`config.mk`:
```
export PLATFORM = sky130hd
export DESIGN_NAME = rpn_stack_calculator
export DESIGN_NICKNAME = d
export VERILOG_FILES = /design/src/rpnc_pkg.sv /design/src/rpnc_div.sv /design/src/rpnc_dpath.sv /design/src/rpnc_ctrl.sv /design/src/rpn_stack_calculator.sv
export SDC_FILE = /design/constraint.sdc
export NUM_CORES = 2
export LEC_CHECK = 0
export ABC_CLOCK_PERIOD_IN_PS = 12050
export BUFFER_PORTS_ARGS = -buffer_cell sky130_fd_sc_hd__buf_2
export CORE_ASPECT_RATIO = 1.4
export CORE_UTILIZATION = 31
export CTS_BUF_LIST = sky130_fd_sc_hd__clkbuf_16
export CTS_CLUSTER_SIZE = 20
export DETAILED_ROUTE_END_ITERATION = 7
export MAX_ROUTING_LAYER = met4
export PLACE_DENSITY = 0.51
export REMOVE_ABC_BUFFERS = 1
export SYNTH_ARGS = -nofsm -noshare
export SYNTH_HDL_FRONTEND = slang
export SYNTH_SLANG_ARGS = --single-unit
```
`constraint.sdc`:
```
create_clock -name i_clk -period 12.05 [get_ports i_clk]
set_input_delay 1.205 -clock i_clk [delete_from_list [all_inputs] [get_ports i_clk]]
set_output_delay 1.205 -clock i_clk [all_outputs]
set_load 0.02 [all_outputs]
```
`src/rpnc_pkg.sv`:
```
// Shared types and constants for the RPN stack calculator.
`timescale 1ns / 1ps

package rpnc_pkg;

    localparam int DATA_W     = 32;
    localparam int FUNC_W     = 3;
    localparam int DEPTH_W    = 5;
    localparam int STATUS_W   = 2;
    localparam int OUT_TDATA_W = 40;

    // Operation codes carried in the input tuser
    localparam logic [FUNC_W-1:0] FUNC_PUSH = 3'd0;
    localparam logic [FUNC_W-1:0] FUNC_ADD  = 3'd1;
    localparam logic [FUNC_W-1:0] FUNC_SUB  = 3'd2;
    localparam logic [FUNC_W-1:0] FUNC_MUL  = 3'd3;
    localparam logic [FUNC_W-1:0] FUNC_DIV  = 3'd4;

    // Result status codes carried in the output tuser
    localparam logic [STATUS_W-1:0] ST_OK    = 2'd0;
    localparam logic [STATUS_W-1:0] ST_UNDER = 2'd1;
    localparam logic [STATUS_W-1:0] ST_FULL  = 2'd2;
    localparam logic [STATUS_W-1:0] ST_DIVZ  = 2'd3;

    // Controller to datapath
    typedef struct packed {
        logic                capture;
        logic                push;
        logic                alu_write;
        logic                div_start;
        logic                div_write;
        logic                load_out;
        logic [STATUS_W-1:0] status;
    } t_dp_cmd;

    // Datapath to controller
    typedef struct packed {
        logic [FUNC_W-1:0] func;
        logic              full;
        logic              lt2;
        logic              top_zero;
        logic              div_done;
        logic              out_busy;
    } t_dp_stat;

endpackage

```
`src/rpnc_div.sv`:
```
// Iterative signed divider, one quotient bit per cycle, truncating toward zero.
`timescale 1ns / 1ps

module rpnc_div (
    input  logic                        i_clk,
    input  logic                        i_rst_n,
    input  logic                        i_start,
    input  logic [rpnc_pkg::DATA_W-1:0] i_dividend,
    input  logic [rpnc_pkg::DATA_W-1:0] i_divisor,
    output logic                        o_done,
    output logic [rpnc_pkg::DATA_W-1:0] o_quotient
);

    localparam int W   = rpnc_pkg::DATA_W;
    localparam int CNW = $clog2(W);

    logic           r_busy;
    logic           r_done;
    logic [CNW-1:0] r_cnt;
    logic [W-1:0]   r_rem;
    logic [W-1:0]   r_quo;
    logic [W-1:0]   r_mb;
    logic           r_neg;

    logic [W-1:0] mag_a;
    logic [W-1:0] mag_b;
    logic [W:0]   rem_sh;
    logic [W:0]   diff;

    assign mag_a  = i_dividend[W-1] ? (W'(0) - i_dividend) : i_dividend;
    assign mag_b  = i_divisor[W-1]  ? (W'(0) - i_divisor)  : i_divisor;
    assign rem_sh = {r_rem, r_quo[W-1]};
    assign diff   = rem_sh - {1'b0, r_mb};

    always_ff @(posedge i_clk) begin
        if (!i_rst_n) begin
            r_busy <= 1'b0;
            r_done <= 1'b0;
        end else begin
            r_done <= 1'b0;
            if (i_start) begin
                r_busy <= 1'b1;
            end else if (r_busy && r_cnt == CNW'(W - 1)) begin
                r_busy <= 1'b0;
                r_done <= 1'b1;
            end
        end
    end

    always_ff @(posedge i_clk) begin
        if (i_start) begin
            r_cnt <= '0;
            r_rem <= '0;
            r_quo <= mag_a;
            r_mb  <= mag_b;
            r_neg <= i_dividend[W-1] ^ i_divisor[W-1];
        end else if (r_busy) begin
            r_cnt <= r_cnt + CNW'(1);
            // restoring step: keep the difference when it did not go negative
            if (!diff[W]) begin
                r_rem <= diff[W-1:0];
                r_quo <= {r_quo[W-2:0], 1'b1};
            end else begin
                r_rem <= rem_sh[W-1:0];
                r_quo <= {r_quo[W-2:0], 1'b0};
            end
        end
    end

    assign o_done     = r_done;
    assign o_quotient = r_neg ? (W'(0) - r_quo) : r_quo;

endmodule

```
`src/rpnc_dpath.sv`:
```
// Datapath: stack memory with cached top entry, ALU, divider and output register.
`timescale 1ns / 1ps

module rpnc_dpath #(
    parameter int STACK_DEPTH = 16
) (
    input  logic                          i_clk,
    input  logic                          i_rst_n,
    input  rpnc_pkg::t_dp_cmd             i_cmd,
    output rpnc_pkg::t_dp_stat            o_stat,
    input  logic [rpnc_pkg::FUNC_W-1:0]   i_func,
    input  logic [rpnc_pkg::DATA_W-1:0]   i_number,
    output logic                          o_valid,
    input  logic                          i_ready,
    output logic [rpnc_pkg::DATA_W-1:0]   o_top_value,
    output logic [rpnc_pkg::DEPTH_W-1:0]  o_depth,
    output logic [rpnc_pkg::STATUS_W-1:0] o_status
);

    localparam int W  = rpnc_pkg::DATA_W;
    localparam int AW = $clog2(STACK_DEPTH);
    localparam int CW = $clog2(STACK_DEPTH + 1);

    // Entries below the top; the top itself lives in r_top
    logic [W-1:0] r_mem [STACK_DEPTH];

    logic [rpnc_pkg::FUNC_W-1:0]   r_func;
    logic [W-1:0]                  r_num;
    logic [W-1:0]                  r_top;
    logic [W-1:0]                  r_rd;
    logic [CW-1:0]                 r_count;
    logic                          r_out_valid;
    logic [W-1:0]                  r_out_top;
    logic [rpnc_pkg::DEPTH_W-1:0]  r_out_depth;
    logic [rpnc_pkg::STATUS_W-1:0] r_out_status;

    logic [AW-1:0] wr_addr;
    logic [AW-1:0] rd_addr;
    logic [W-1:0]  alu_res;
    logic          div_done;
    logic [W-1:0]  div_q;

    assign wr_addr = AW'(r_count - CW'(1));
    assign rd_addr = AW'(r_count - CW'(2));

    always_comb begin
        priority if (r_func == rpnc_pkg::FUNC_ADD) begin
            alu_res = r_rd + r_top;
        end else if (r_func == rpnc_pkg::FUNC_SUB) begin
            alu_res = r_rd - r_top;
        end else begin
            alu_res = r_rd * r_top;
        end
    end

    rpnc_div u_div (
        .i_clk      (i_clk),
        .i_rst_n    (i_rst_n),
        .i_start    (i_cmd.div_start),
        .i_dividend (r_rd),
        .i_divisor  (r_top),
        .o_done     (div_done),
        .o_quotient (div_q)
    );

    always_ff @(posedge i_clk) begin
        if (i_cmd.push && r_count != '0) begin
            r_mem[wr_addr] <= r_top;
        end
        r_rd <= r_mem[rd_addr];
    end

    always_ff @(posedge i_clk) begin
        if (i_cmd.capture) begin
            r_func <= i_func;
            r_num  <= i_number;
        end
        if (i_cmd.push) begin
            r_top <= r_num;
        end else if (i_cmd.alu_write) begin
            r_top <= alu_res;
        end else if (i_cmd.div_write) begin
            r_top <= div_q;
        end
        if (i_cmd.load_out) begin
            r_out_top    <= (r_count != '0) ? r_top : '0;
            r_out_depth  <= rpnc_pkg::DEPTH_W'(r_count);
            r_out_status <= i_cmd.status;
        end
    end

    always_ff @(posedge i_clk) begin
        if (!i_rst_n) begin
            r_count     <= '0;
            r_out_valid <= 1'b0;
        end else begin
            if (i_cmd.push) begin
                r_count <= r_count + CW'(1);
            end else if (i_cmd.alu_write || i_cmd.div_write) begin
                r_count <= r_count - CW'(1);
            end
            if (i_cmd.load_out) begin
                r_out_valid <= 1'b1;
            end else if (i_ready) begin
                r_out_valid <= 1'b0;
            end
        end
    end

    assign o_stat.func     = r_func;
    assign o_stat.full     = (r_count == CW'(STACK_DEPTH));
    assign o_stat.lt2      = (r_count < CW'(2));
    assign o_stat.top_zero = (r_top == '0);
    assign o_stat.div_done = div_done;
    assign o_stat.out_busy = r_out_valid && !i_ready;

    assign o_valid     = r_out_valid;
    assign o_top_value = r_out_top;
    assign o_depth     = r_out_depth;
    assign o_status    = r_out_status;

endmodule

```
`src/rpnc_ctrl.sv`:
```
// Controller: sequences decode, execute, divide and result hand-off for one item.
`timescale 1ns / 1ps

module rpnc_ctrl (
    input  logic               i_clk,
    input  logic               i_rst_n,
    input  logic               i_in_valid,
    output logic               o_in_ready,
    output rpnc_pkg::t_dp_cmd  o_cmd,
    input  rpnc_pkg::t_dp_stat i_stat
);

    typedef enum logic [2:0] {
        S_IDLE,
        S_DECODE,
        S_EXEC,
        S_DIV,
        S_FINISH
    } t_state;

    t_state                        r_state;
    t_state                        n_state;
    logic [rpnc_pkg::STATUS_W-1:0] r_status;
    logic [rpnc_pkg::STATUS_W-1:0] n_status;

    always_comb begin
        n_state  = r_state;
        n_status = r_status;
        o_cmd    = '0;
        o_cmd.status = r_status;
        unique case (r_state)
            S_IDLE: begin
                o_cmd.capture = i_in_valid;
                if (i_in_valid) begin
                    n_state  = S_DECODE;
                    n_status = rpnc_pkg::ST_OK;
                end
            end
            S_DECODE: begin
                n_state = S_FINISH;
                priority if (i_stat.func == rpnc_pkg::FUNC_PUSH) begin
                    if (i_stat.full) begin
                        n_status = rpnc_pkg::ST_FULL;
                    end else begin
                        o_cmd.push = 1'b1;
                    end
                end else if (i_stat.func > rpnc_pkg::FUNC_DIV) begin
                    // unused code: leave the stack alone
                    n_status = rpnc_pkg::ST_OK;
                end else if (i_stat.lt2) begin
                    n_status = rpnc_pkg::ST_UNDER;
                end else if (i_stat.func == rpnc_pkg::FUNC_DIV && i_stat.top_zero) begin
                    n_status = rpnc_pkg::ST_DIVZ;
                end else begin
                    // second entry is read during this cycle
                    n_state = S_EXEC;
                end
            end
            S_EXEC: begin
                if (i_stat.func == rpnc_pkg::FUNC_DIV) begin
                    o_cmd.div_start = 1'b1;
                    n_state = S_DIV;
                end else begin
                    o_cmd.alu_write = 1'b1;
                    n_state = S_FINISH;
                end
            end
            S_DIV: begin
                if (i_stat.div_done) begin
                    o_cmd.div_write = 1'b1;
                    n_state = S_FINISH;
                end
            end
            S_FINISH: begin
                // hold until the output register is free
                if (!i_stat.out_busy) begin
                    o_cmd.load_out = 1'b1;
                    n_state = S_IDLE;
                end
            end
            default: begin
                n_state = S_IDLE;
            end
        endcase
    end

    always_ff @(posedge i_clk) begin
        if (!i_rst_n) begin
            r_state  <= S_IDLE;
            r_status <= rpnc_pkg::ST_OK;
        end else begin
            r_state  <= n_state;
            r_status <= n_status;
        end
    end

    assign o_in_ready = (r_state == S_IDLE);

endmodule

```
`src/rpn_stack_calculator.sv`:
```
// Top level of the RPN stack calculator with stream input and output.
`timescale 1ns / 1ps

// Postfix calculator over a stack of STACK_DEPTH signed 32-bit entries. Each input transaction
// carries an operation in s_axis_tuser (push, add, subtract, multiply, divide) and a number in
// s_axis_tdata; each one yields exactly one output transaction with the new top value, the depth
// and a status (ok, underflow, full stack, divide by zero). Items are handled one at a time.
// Push, unused codes and every error case pass through decode and result load before the next
// transaction is accepted; add, subtract and multiply add an execute step after decode; divide
// adds an execute step that starts the restoring divider, which resolves one quotient bit a
// cycle, and a wait for it to finish. The result turns valid as s_axis_tready rises again.
// A result waiting on m_axis_tready stalls the input only once the following result is ready.
// Stack memory is not cleared after reset; the depth count is.
module rpn_stack_calculator #(
    parameter int STACK_DEPTH = 16
) (
    input  logic        i_clk,
    input  logic        i_rst_n,
    input  logic        s_axis_tvalid,
    output logic        s_axis_tready,
    input  logic [31:0] s_axis_tdata,   // [31:0] number
    input  logic [2:0]  s_axis_tuser,   // [2:0] func
    output logic        m_axis_tvalid,
    input  logic        m_axis_tready,
    output logic [39:0] m_axis_tdata,   // [31:0] top_value, [36:32] depth, [39:37] zero
    output logic [1:0]  m_axis_tuser    // [1:0] status
);

    rpnc_pkg::t_dp_cmd  cmd;
    rpnc_pkg::t_dp_stat stat;

    logic [rpnc_pkg::DATA_W-1:0]  out_top;
    logic [rpnc_pkg::DEPTH_W-1:0] out_depth;

    rpnc_ctrl u_ctrl (
        .i_clk      (i_clk),
        .i_rst_n    (i_rst_n),
        .i_in_valid (s_axis_tvalid),
        .o_in_ready (s_axis_tready),
        .o_cmd      (cmd),
        .i_stat     (stat)
    );

    rpnc_dpath #(
        .STACK_DEPTH (STACK_DEPTH)
    ) u_dpath (
        .i_clk       (i_clk),
        .i_rst_n     (i_rst_n),
        .i_cmd       (cmd),
        .o_stat      (stat),
        .i_func      (s_axis_tuser),
        .i_number    (s_axis_tdata),
        .o_valid     (m_axis_tvalid),
        .i_ready     (m_axis_tready),
        .o_top_value (out_top),
        .o_depth     (out_depth),
        .o_status    (m_axis_tuser)
    );

    assign m_axis_tdata = {
        (rpnc_pkg::OUT_TDATA_W - rpnc_pkg::DATA_W - rpnc_pkg::DEPTH_W)'(0),
        out_depth,
        out_top
    };

endmodule

```
==> results.md <==
* Worst setup path class: flip-flop to flip-flop
* Postcts setup bufs at 0
* Worst EP required at 12.52 ns
* Clock Latency Late Sink at 0.72 ns
* CTS tree: built
* Vias in the first global route at 35.9k
* IO Port Bufs at 79
* Tightest Hold Check Type: flip-flop to flip-flop
* FF-to-FF path depth at 22
* Hold EP: u_dpath.o_status[1]
* Share of cells above drive strength 1 at 11.7%
* Crit Reg-Reg Endpoint: u_dpath.r_top[30]
* Core ar. at 164,000 µm²
* Status: completed
* CTS buffer count at 77
* Clk root buf: clkbuf_16
* Crit end category: flip-flop
* Max-Cap Viols at 0
* CTS max path bufs at 3
* Final Max Slew Viols at 0
* Post-cts sizing count at 0
* Total track usage at 21.7%
* Ys Warns at 0
* Routed WL per cell at 26.9 µm
* Total gr overflow at 0
* Global-route wire length before repair at 253 mm
* Area leader, netlist: edfxtp_1
* Yosys cell types at 79
* Post-route ant nets at 0
* Final HPWL DP at 120 mm
* Final setup TNS at 0 ns
* DIE HEIGHT at 483 µm
* Fin crit share at 71.4%
* Final RePlAce weighted congestion at approximately 0.96
* Register area share after synthesis at 43.3%
* Clock net sink count at 765
* Nets at 4,955
* CP startpoint kind: flip-flop
* Hold_buf cts at 0
* DR pass1 iterations at 7
* RSZ-0062 raised after global routing: no
* Reg2reg start: u_dpath.r_top[6]
* Synth top area cells: edfxtp_1 (40%), fa_1 (16%), mux4_2 (7.0%)
* Routed vias/inst at 5.26
* Max frequency at 116 MHz
* Worst-Margin Slew at 1.18 ns
* Hold depth at 0
* Critical path data arrival time at 9.08 ns
* Clk_skew at 0.0436 ns
* Tmin final at 8.61 ns
* Synthesized instance count at 4,238
* Mean Syn Cell Area at 12.1 µm²
* DRC errors left at 0
* H-tree levels at 3
* Yosys reg bits at 765
* Relative slew slack at between 20% and 30%
* Critical Path Fanout Max at 25
* Reg2reg setup slack at 3.44 ns
* Most common cell after layout, fill and taps aside: edfxtp_1
* Async set-reset flop share out of synthesis at 0%
* Commonest cells after routing, fill and taps aside: edfxtp_1 (683), inv_1 (509), fa_1 (411)
* Row count at 176
* Clk slew on worst S/H paths at 0.07 ns
* Die Area at 167,000 µm²
* Area Overhead vs Synth at 11.1%
* Initial antenna violation count at 14
* DR vias at 34.1k
* Detailed Route WL at 175 mm
* Hold path start: u_ctrl.r_status[1]
* Final setup viols at 0
* I/O pin cnt at 83
* Largest net degree at the start of global routing at 80
* Ys flop type: edfxtp_1
* Post-synth design cell area at 51,100 µm²
* Post-synth EDFFs at 683
* Die X at ~350 µm
* DRT iter0 DRCs at 2,642
* Post-synth top area share at 40.1%
* Initial Utilization at 31.2%
* Final hold vios at 0
-- state kept, by name (all words and copies together) (netlist names) --
| signal | cells |
|---|---|
| u_ctrl.r_state | 3 |
| u_dpath.o_valid | 1 |
| u_dpath.r_top | 32 |
| u_dpath.u_div.r_neg | 1 |
| u_dpath.r_count | 5 |
| u_dpath.r_rd | 32 |
| u_dpath.o_depth | 5 |
| u_ctrl.r_status | 2 |
| u_dpath.o_top_value | 32 |
| u_dpath.u_div.r_mb | 32 |
| u_dpath.u_div.o_done | 1 |
| u_dpath.u_div.r_quo | 32 |
| u_dpath.r_func | 3 |
| u_dpath.u_div.r_busy | 1 |
| u_dpath.u_div.r_cnt | 5 |
| u_dpath.r_mem | 512 |
| u_dpath.u_div.r_rem | 32 |
| u_dpath.r_num | 32 |
| u_dpath.o_status | 2 |
-- worst max path at each step --
stage | start | to | slack [ns]
3_3_place_gp | u_dpath.r_top[6] | u_dpath.r_top[30] | 3.47
3_5_place_dp | u_dpath.r_top[6] | u_dpath.r_top[30] | 3.39
6_report | u_dpath.r_top[6] | u_dpath.r_top[30] | 3.44
4_1_cts | u_dpath.r_top[6] | u_dpath.r_top[30] | 3.37
2_1_floorplan | u_dpath.r_count[0] | u_dpath.r_top[0] | 2.15
5_1_grt | u_dpath.r_top[6] | u_dpath.r_top[30] | 3.00
-- routing by layer --
layer	share of wire, %	track usage (%)	vias to the layer above	wire length, µm
met5	0	-	-	0
met4	7.1	13.8	0	12400
met3	4.7	2.40	431	8130
met2	50	36.9	1166	87300
met1	38	24.3	17700	66700
li1	-	-	14800	-
-- synth_stat cells, types with 15 or more instances --
library cell and count:
buf_1 24, nor2_1 226, clkbuf_1 202, fa_1 411, o31ai_1 39, a211oi_1 22
nand3_1 29, and2_1 254, nor3_1 26, xnor2_1 156, inv_1 492, mux4_2 160
ha_1 233, o21ai_0 166, or3_1 22, o22ai_1 19, nand4_1 15, a31oi_1 18
edfxtp_1 683, nand2_1 359, nand2b_1 29, o211ai_1 18, a21oi_1 161, dfxtp_1 82
a21o_1 33, nor2b_1 18, mux2i_1 34, xor2_1 70, o221ai_1 15, o21a_1 17
o21bai_1 25, o41ai_1 17
-- final cells by class --
class | count | area [µm²]
Multi-Input combinational cell | 2745 | 26400
Timing Repair Buffer | 186 | 1200
Tap cell | 2136 | 2670
Clock inverter | 65 | 483
Clock buffer | 79 | 1980
Inverter | 497 | 1870
Antenna cell | 7 | 17.5
Fill cell | 16100 | 107000
Sequential cell | 765 | 22200
-- worst max-delay path, stage by stage, from the launching register on --
cell and delay [ns]:
edfxtp_1 0.85, buf_4 0.43, inv_1 0.23, nor2_1 0.31, fa_1 0.50, fa_1 0.49
fa_1 0.51, inv_1 0.05, fa_1 0.48, inv_1 0.05, fa_1 0.48, fa_1 0.58
fa_1 0.45, fa_1 0.46, ha_1 0.42, nand4_1 0.17, nor4_1 0.49, a311o_1 0.25
o221ai_1 0.21, o21ai_0 0.28, xnor2_1 0.22, o211ai_1 0.12, o32a_1 0.36
-- metrics by stage --
stage | setup WS [ns] | utilization (%) | std cells | hold WS (ns) | area [µm²]
CTS | 3.37 | 34.6 | 6473 | 0.456 | 56800
global placement | 3.47 | 33.1 | 6329 | 0.429 | 54300
finish | 3.44 | 34.6 | 6480 | 0.448 | 56800
floorplan | 2.15 | - | 4007 | 0.409 | 50300
detailed placement | 3.39 | 33.1 | 6329 | 0.423 | 54300
global route | 3.00 | 34.6 | 6476 | 0.470 | 56800
-- cell families (layout without fill, tap and decap cells) --
| family | after synthesis | in the layout | share of synthesized area (%) |
|---|---|---|---|
| xor+xnor | 226 | 226 | 3.87 |
| simple gates | 1037 | 1037 | 9.82 |
| buf+inv | 730 | 827 | 5.41 |
| flops | 765 | 765 | 43.3 |
| other cells | 1 | 10 | 0.00733 |
| mux | 194 | 194 | 7.71 |
| compound gates | 641 | 641 | 8.09 |
| fa+ha+maj | 644 | 644 | 21.8 |
Power is not shown: default switching activity piles up to over one toggle a cycle in this logic, so the estimate is an artifact.
